## config.mk

```make
export PLATFORM = sky130hd
export DESIGN_NAME = block_move_exchange_unit
export DESIGN_NICKNAME = d
export VERILOG_FILES = /design/src/hw/rtl/bmx_pkg.sv /design/src/hw/rtl/block_move_exchange_unit.sv /design/src/hw/rtl/bmx_exec.sv /design/src/hw/rtl/bmx_result_fifo.sv
export SDC_FILE = /design/constraint.sdc
export NUM_CORES = 1
export LEC_CHECK = 0
export ABC_AREA = 1
export BUFFER_PORTS_ARGS = -buffer_cell sky130_fd_sc_hd__buf_2
export CORE_ASPECT_RATIO = 2
export CORE_MARGIN = 4
export CORE_UTILIZATION = 40
export CTS_CLUSTER_SIZE = 14
export DETAILED_ROUTE_END_ITERATION = 8
export GPL_ROUTABILITY_DRIVEN = 1
export HOLD_SLACK_MARGIN = 0.1
export PLACE_DENSITY = 0.56
export SLEW_MARGIN = 40
export SYNTH_ARGS = -nofsm -noshare
export SYNTH_HDL_FRONTEND = slang
export SYNTH_SLANG_ARGS = --single-unit
```

## constraint.sdc

```tcl
create_clock -name clk_i -period 10.87 [get_ports clk_i]
set_input_delay 1.087 -clock clk_i [delete_from_list [all_inputs] [get_ports clk_i]]
set_output_delay 1.087 -clock clk_i [all_outputs]
set_load 0.005 [all_outputs]
```

## src/hw/rtl/bmx_pkg.sv

```systemverilog
package bmx_pkg;

  localparam logic [7:0] OpXba = 8'hEB;
  localparam logic [7:0] OpWdm = 8'h42;
  localparam logic [7:0] OpMvp = 8'h44;
  localparam logic [7:0] OpMvn = 8'h54;

  localparam logic [15:0] AccDone = 16'hFFFF;

  localparam int unsigned QueueDepth = 4;
  localparam int unsigned QueuePtrW  = $clog2(QueueDepth);
  localparam int unsigned QueueCntW  = $clog2(QueueDepth + 1);

  typedef enum logic [1:0] {
    KIND_REG   = 2'd0,
    KIND_READ  = 2'd1,
    KIND_WRITE = 2'd2,
    KIND_UNSUP = 2'd3
  } kind_e;

  typedef enum logic {
    CMD_EXEC  = 1'b0,
    CMD_RDATA = 1'b1
  } cmd_e;

  typedef struct packed {
    logic        cmd;
    logic [7:0]  opcode;
    logic [15:0] acc_in;
    logic [15:0] index_x;
    logic [15:0] index_y;
    logic [7:0]  data_bank_in;
    logic [7:0]  operand_dest_bank;
    logic [7:0]  operand_src_bank;
    logic [7:0]  read_data;
  } in_item_t;

  typedef struct packed {
    kind_e       kind;
    logic [23:0] mem_address;
    logic [7:0]  write_data;
    logic [15:0] acc_out;
    logic [15:0] x_out;
    logic [15:0] y_out;
    logic [7:0]  bank_out;
    logic [1:0]  pc_step;
    logic        flags_valid;
    logic        neg_flag;
    logic        zero_flag;
    logic        last;
  } res_t;

  typedef struct packed {
    logic [1:0] count;
    res_t       res0;
    res_t       res1;
  } push_t;

endpackage

```

## src/hw/rtl/block_move_exchange_unit.sv

```systemverilog
// Each result beat is registered in the result queue and offered from there.
// Throughput: one input beat per cycle while the result queue has room; a
// read-data beat during a move yields two result beats, so the single output
// port of the queue sets the sustained rate at one result beat per cycle.
// Reset: asynchronous, active low; clears the move state and empties the queue.
module block_move_exchange_unit
  import bmx_pkg::*;
(
  input  logic        clk_i,
  input  logic        rst_ni,
  input  logic        in_valid_i,
  output logic        in_ready_o,
  input  logic        cmd_i,
  input  logic [7:0]  opcode_i,
  input  logic [15:0] acc_in_i,
  input  logic [15:0] index_x_i,
  input  logic [15:0] index_y_i,
  input  logic [7:0]  data_bank_in_i,
  input  logic [7:0]  operand_dest_bank_i,
  input  logic [7:0]  operand_src_bank_i,
  input  logic [7:0]  read_data_i,
  output logic        out_valid_o,
  input  logic        out_ready_i,
  output logic [1:0]  kind_o,
  output logic [23:0] mem_address_o,
  output logic [7:0]  write_data_o,
  output logic [15:0] acc_out_o,
  output logic [15:0] x_out_o,
  output logic [15:0] y_out_o,
  output logic [7:0]  bank_out_o,
  output logic [1:0]  pc_step_o,
  output logic        flags_valid_o,
  output logic        neg_flag_o,
  output logic        zero_flag_o,
  output logic        last_o
);

  in_item_t item;
  push_t    push;
  res_t     res;
  logic     room;
  logic     fire;

  assign item = '{
    cmd:               cmd_i,
    opcode:            opcode_i,
    acc_in:            acc_in_i,
    index_x:           index_x_i,
    index_y:           index_y_i,
    data_bank_in:      data_bank_in_i,
    operand_dest_bank: operand_dest_bank_i,
    operand_src_bank:  operand_src_bank_i,
    read_data:         read_data_i
  };

  assign in_ready_o = room;
  assign fire       = in_valid_i && room;

  bmx_exec u_exec (
    .clk_i  (clk_i),
    .rst_ni (rst_ni),
    .fire_i (fire),
    .item_i (item),
    .push_o (push)
  );

  bmx_result_fifo u_fifo (
    .clk_i   (clk_i),
    .rst_ni  (rst_ni),
    .push_i  (push),
    .room_o  (room),
    .valid_o (out_valid_o),
    .ready_i (out_ready_i),
    .data_o  (res)
  );

  assign kind_o        = res.kind;
  assign mem_address_o = res.mem_address;
  assign write_data_o  = res.write_data;
  assign acc_out_o     = res.acc_out;
  assign x_out_o       = res.x_out;
  assign y_out_o       = res.y_out;
  assign bank_out_o    = res.bank_out;
  assign pc_step_o     = res.pc_step;
  assign flags_valid_o = res.flags_valid;
  assign neg_flag_o    = res.neg_flag;
  assign zero_flag_o   = res.zero_flag;
  assign last_o        = res.last;

endmodule

```

## src/hw/rtl/bmx_exec.sv

```systemverilog
module bmx_exec
  import bmx_pkg::*;
(
  input  logic     clk_i,
  input  logic     rst_ni,
  input  logic     fire_i,
  input  in_item_t item_i,
  output push_t    push_o
);

  logic        moving_q, moving_d;
  logic        desc_q, desc_d;
  logic [7:0]  src_bank_q, src_bank_d;
  logic [7:0]  dst_bank_q, dst_bank_d;
  logic [15:0] src_off_q, src_off_d;
  logic [15:0] dst_off_q, dst_off_d;
  logic [15:0] remain_q, remain_d;

  logic [15:0] src_next;
  logic [15:0] dst_next;
  logic [7:0]  swap_lo;
  res_t        r0, r1;

  assign src_next = desc_q ? src_off_q - 16'd1 : src_off_q + 16'd1;
  assign dst_next = desc_q ? dst_off_q - 16'd1 : dst_off_q + 16'd1;
  assign swap_lo  = item_i.acc_in[15:8];

  always_comb begin
    moving_d   = moving_q;
    desc_d     = desc_q;
    src_bank_d = src_bank_q;
    dst_bank_d = dst_bank_q;
    src_off_d  = src_off_q;
    dst_off_d  = dst_off_q;
    remain_d   = remain_q;
    r0         = '0;
    r1         = '0;
    push_o     = '0;

    if (item_i.cmd == CMD_EXEC) begin
      moving_d       = 1'b0;
      push_o.count   = 2'd1;
      r0.last        = 1'b1;
      r0.acc_out     = item_i.acc_in;
      r0.x_out       = item_i.index_x;
      r0.y_out       = item_i.index_y;
      r0.bank_out    = item_i.data_bank_in;
      case (item_i.opcode)
        OpXba: begin
          r0.kind        = KIND_REG;
          r0.acc_out     = {item_i.acc_in[7:0], swap_lo};
          r0.pc_step     = 2'd1;
          r0.flags_valid = 1'b1;
          r0.neg_flag    = swap_lo[7];
          r0.zero_flag   = (swap_lo == 8'd0);
        end
        OpWdm: begin
          r0.kind    = KIND_REG;
          r0.pc_step = 2'd2;
        end
        OpMvp, OpMvn: begin
          moving_d       = 1'b1;
          desc_d         = (item_i.opcode == OpMvp);
          src_bank_d     = item_i.operand_src_bank;
          dst_bank_d     = item_i.operand_dest_bank;
          src_off_d      = item_i.index_x;
          dst_off_d      = item_i.index_y;
          remain_d       = item_i.acc_in;
          r0             = '0;
          r0.kind        = KIND_READ;
          r0.mem_address = {item_i.operand_src_bank, item_i.index_x};
          r0.last        = 1'b1;
        end
        default: begin
          r0.kind = KIND_UNSUP;
        end
      endcase
    end else if (moving_q) begin
      push_o.count   = 2'd2;
      r0.kind        = KIND_WRITE;
      r0.mem_address = {dst_bank_q, dst_off_q};
      r0.write_data  = item_i.read_data;
      src_off_d      = src_next;
      dst_off_d      = dst_next;
      r1.last        = 1'b1;
      if (remain_q == 16'd0) begin
        moving_d    = 1'b0;
        r1.kind     = KIND_REG;
        r1.acc_out  = AccDone;
        r1.x_out    = src_next;
        r1.y_out    = dst_next;
        r1.bank_out = dst_bank_q;
        r1.pc_step  = 2'd3;
      end else begin
        remain_d       = remain_q - 16'd1;
        r1.kind        = KIND_READ;
        r1.mem_address = {src_bank_q, src_next};
      end
    end
    push_o.res0 = r0;
    push_o.res1 = r1;
    if (!fire_i) begin
      push_o.count = 2'd0;
    end
  end

  always_ff @(posedge clk_i or negedge rst_ni) begin
    if (!rst_ni) begin
      moving_q   <= 1'b0;
      desc_q     <= 1'b0;
      src_bank_q <= '0;
      dst_bank_q <= '0;
      src_off_q  <= '0;
      dst_off_q  <= '0;
      remain_q   <= '0;
    end else if (fire_i) begin
      moving_q   <= moving_d;
      desc_q     <= desc_d;
      src_bank_q <= src_bank_d;
      dst_bank_q <= dst_bank_d;
      src_off_q  <= src_off_d;
      dst_off_q  <= dst_off_d;
      remain_q   <= remain_d;
    end
  end

endmodule

```

## src/hw/rtl/bmx_result_fifo.sv

```systemverilog
module bmx_result_fifo
  import bmx_pkg::*;
(
  input  logic  clk_i,
  input  logic  rst_ni,
  input  push_t push_i,
  output logic  room_o,
  output logic  valid_o,
  input  logic  ready_i,
  output res_t  data_o
);

  res_t                 mem_q [QueueDepth];
  logic [QueuePtrW-1:0] wr_ptr_q, wr_ptr_d;
  logic [QueuePtrW-1:0] rd_ptr_q, rd_ptr_d;
  logic [QueueCntW-1:0] count_q, count_d;
  logic [QueuePtrW-1:0] wr_ptr_nx;
  logic                 pop;

  assign valid_o   = (count_q != '0);
  assign room_o    = (count_q <= QueueCntW'(QueueDepth - 2));
  assign pop       = valid_o && ready_i;
  assign data_o    = mem_q[rd_ptr_q];
  assign wr_ptr_nx = wr_ptr_q + QueuePtrW'(1);

  always_comb begin
    wr_ptr_d = wr_ptr_q + QueuePtrW'(push_i.count);
    rd_ptr_d = pop ? rd_ptr_q + QueuePtrW'(1) : rd_ptr_q;
    count_d  = count_q + QueueCntW'(push_i.count) - QueueCntW'(pop);
  end

  always_ff @(posedge clk_i) begin
    if (push_i.count != 2'd0) begin
      mem_q[wr_ptr_q] <= push_i.res0;
    end
    if (push_i.count == 2'd2) begin
      mem_q[wr_ptr_nx] <= push_i.res1;
    end
  end

  always_ff @(posedge clk_i or negedge rst_ni) begin
    if (!rst_ni) begin
      wr_ptr_q <= '0;
      rd_ptr_q <= '0;
      count_q  <= '0;
    end else begin
      wr_ptr_q <= wr_ptr_d;
      rd_ptr_q <= rd_ptr_d;
      count_q  <= count_d;
    end
  end

endmodule

```

==> flow_metrics.env <==
export IMPL_status="complete, no violations"
export IMPL_synth_top_area_share_pct=41.09
export IMPL_pwr_density_cell_nw_per_um2=231.8
export IMPL_slew_headroom_pct=44.15
export IMPL_finalCriticalPeriod_ns=4.659
export IMPL_tns_ns=0
export IMPL_required_ns=9.78
export IMPL_cts_tree="yes"
export IMPL_core_area_um2=60860
export IMPL_clock_sinks=457
export IMPL_reg2reg_to="u_fifo.mem_q[0][2]"
export IMPL_grt_pass1_wl_mm=133.8
export IMPL_detail_route_antenna_nets=0
export IMPL_start_kind="flip-flop"
export IMPL_synth_nets=3166
export IMPL_cts_setup_buffers=0
export IMPL_grt_pass1_vias=22320
export IMPL_min_to="u_fifo.mem_q[2][3]"
export IMPL_path_class="flip-flop to output port"
export IMPL_htreeDepth=2
export IMPL_drive_gt1_share_pct=10.89
export IMPL_synth_edf_count=336
export IMPL_avgRoutedWirePerCell_um=22.99
export IMPL_yosys_warnings=0
export IMPL_dpl_hpwl_mm=60.35
export IMPL_clkLatencyLatePin_ns=0.59
export IMPL_finalClockSkew_ns=0.01890
export IMPL_route_detailed_drc=0
export IMPL_finalHoldViolCount=0
export IMPL_ys_ff_latch=457
export IMPL_die_area_um2=65650
export IMPL_ys_seq_area_share_pct=52.45
export IMPL_power_leakage_nw=12.01
export IMPL_root_buffer="clkbuf_16"
export IMPL_diodes=0
export IMPL_final_max_slew_viol_count=0
export IMPL_setup_viol=0
export IMPL_syn_avg_cell_area_um2=8.085
export IMPL_place_congestion=0.9402
export IMPL_grt_util_all_layers_pct=26.67
export IMPL_dp_cells=3863
export IMPL_synthDistinctLibCells=41
export IMPL_final_cell_mix="nand2_1 (917), o21ai_0 (353), nor2_1 (338)"
export IMPL_clk_path_buf_depth=3
export IMPL_first_pass_iters=6
export IMPL_nets=3261
export IMPL_ys_async_sr_fraction_pct=15.97
export IMPL_fin_crit_sh_pct=42.86
export IMPL_yosysTopAreaCell="edfxtp_1"
export IMPL_final_common_cell="nand2_1"
export IMPL_fmax_ghz=0.2146
export IMPL_syn_inst=3037
export IMPL_ys_top_cells_by_area="edfxtp_1 (41%), nand2_1 (14%), dfrtp_1 (7.4%)"
export IMPL_overflow=0
export IMPL_hold_class="flip-flop to flip-flop"
export IMPL_start_util_pct=40.35
export IMPL_die_h_um=358.4
export IMPL_die_w_um=183.2
export IMPL_ys_flop_type="edfxtp_1"
export IMPL_reg2regPathDepth=9
export IMPL_clkTransAtPathRegs_ns=0.07
export IMPL_wirelength_mm=90.75
export IMPL_cp_max_fo=124
export IMPL_vias=22460
export IMPL_maxCapViolations=0
export IMPL_synthToLayoutAreaGrowth_pct=12.69
export IMPL_r2r_start="u_exec.moving_q"
export IMPL_rows=128
export IMPL_cts_resized=0
export IMPL_vias_per_cell=5.691
export IMPL_ir_drop_uv=131.0
export IMPL_rsz0062_at_grt="no"
export IMPL_antenna_found_initial=2
export IMPL_postCtsHoldBufs=0
export IMPL_arrival_ns=3.57
export IMPL_final_cells=3947
export IMPL_numCtsBuffers=44
export IMPL_worstHoldStart="u_fifo.mem_q[2][3]"
export IMPL_ios=191
export IMPL_regToRegSetupSlack_ns=7.51
export IMPL_worst_slew_pin_slew_ns=0.8378
export IMPL_drt_iter0_markers=1949
export IMPL_port_buffer_count=190
export IMPL_grt_max_degree=125
export IMPL_hold_depth=2
export IMPL_timing_hold_ws_ns=0.4475
export IMPL_critPathCaptureType="output port"
export IMPL_netlist_area_um2=24550
export IMPL_fin_util_pct=45.47
## logic make-up (layout without fill, tap and decap cells)
logic type	count (synthesis)	in the layout	synth area share, %
simple gates	1551	1551	25.60
compound gates	570	570	12.57
flops	457	457	52.45
buf+inv	392	522	6.273
fa+ha+maj	36	36	1.926
xor+xnor	23	23	0.8205
mux	8	8	0.3669
## worst max-delay path: stages (launching register included)
cell	delay, ns
dfrtp_4	0.66
inv_8	0.58
buf_4	0.77
o21ai_0	0.19
o22ai_1	0.44
buf_2	0.21
## synth_stat cells (3+ instances only)
library cell,count
nand2_1,925
o21ai_0,355
nor2_1,339
edfxtp_1,336
nand3_1,241
inv_1,207
o22ai_1,150
clkbuf_1,122
dfrtp_1,73
a21oi_1,49
dfxtp_1,48
buf_2,37
ha_1,33
xor2_1,14
buf_1,11
inv_2,10
xnor2_1,9
mux2_2,8
nor4_1,8
a22o_1,7
nor3_1,7
and2_1,6
nor2_4,6
nand2_2,5
nand3b_1,4
a31oi_1,3
fa_1,3
nand4_1,3
nor2_2,3
## per-stage QoR
| step | cell area (um^2) | total power [mW] | setup WS [ns] |
|---|---|---|---|
| final | 27670 | 6.414 | 6.211 |
| after global routing | 27670 | 6.768 | 6.091 |
| after CTS | 27580 | 6.436 | 6.217 |
| after detailed placement | 26160 | 4.888 | 6.493 |
| after global placement | 26040 | 4.829 | 6.175 |
| after floorplan | 24550 | 3.822 | 6.532 |
## area by class of cell
class                   instances  area, um^2
inverters                     218       833.3
fillers                      6067       33190
clock inverters                18       153.9
multi-input cells            2188       10230
clock buffers                  63        1267
repair buffers                223        1321
well taps                     780       975.9
flip-flops and latches        457       12880
## report_power, final
| part | leakage [nW] | total (mW) | switching (mW) | internal (mW) |
|---|---|---|---|---|
| Sequential | 4.39 | 2.41 | 0.230 | 2.18 |
| Combinational | 6.92 | 2.44 | 1.69 | 0.756 |
| Clock | 0.707 | 1.56 | 0.701 | 0.863 |
| Total | 12.0 | 6.41 | 2.62 | 3.80 |
## routing by layer
layer	vias up	track usage [%]	wire length, um
met5	-	0	19
met4	2	15.82	6086
met3	273	3.321	5357
met2	995	49.22	47140
met1	10780	28.89	32150
li1	10410	-	-
## state kept, by name, summed over array words and instances, names as in the netlist, 2 cells and up
name	count
u_exec.dst_bank_q	8
u_exec.dst_off_q	16
u_fifo.mem_q	384
u_fifo.count_q	3
u_exec.src_off_q	16
u_fifo.wr_ptr_q	2
u_exec.src_bank_q	8
u_fifo.rd_ptr_q	2
u_exec.remain_q	16
## worst max path at each step
| stage | start | end | slack, ns | cells past startpoint |
|---|---|---|---|---|
| after floorplan | in_valid_i | u_fifo.mem_q[1][64] | 6.53 | 10 |
| after global placement | cmd_i | u_fifo.mem_q[1][62] | 6.17 | 10 |
| after detailed placement | cmd_i | u_fifo.mem_q[2][8] | 6.49 | 9 |
| after CTS | u_fifo.rd_ptr_q[0] | y_out_o[11] | 6.22 | 5 |
| after global routing | u_fifo.rd_ptr_q[0] | y_out_o[11] | 6.09 | 5 |
| final | u_fifo.rd_ptr_q[0] | mem_address_o[15] | 6.21 | 5 |
Power figures use the tool's default switching activity.
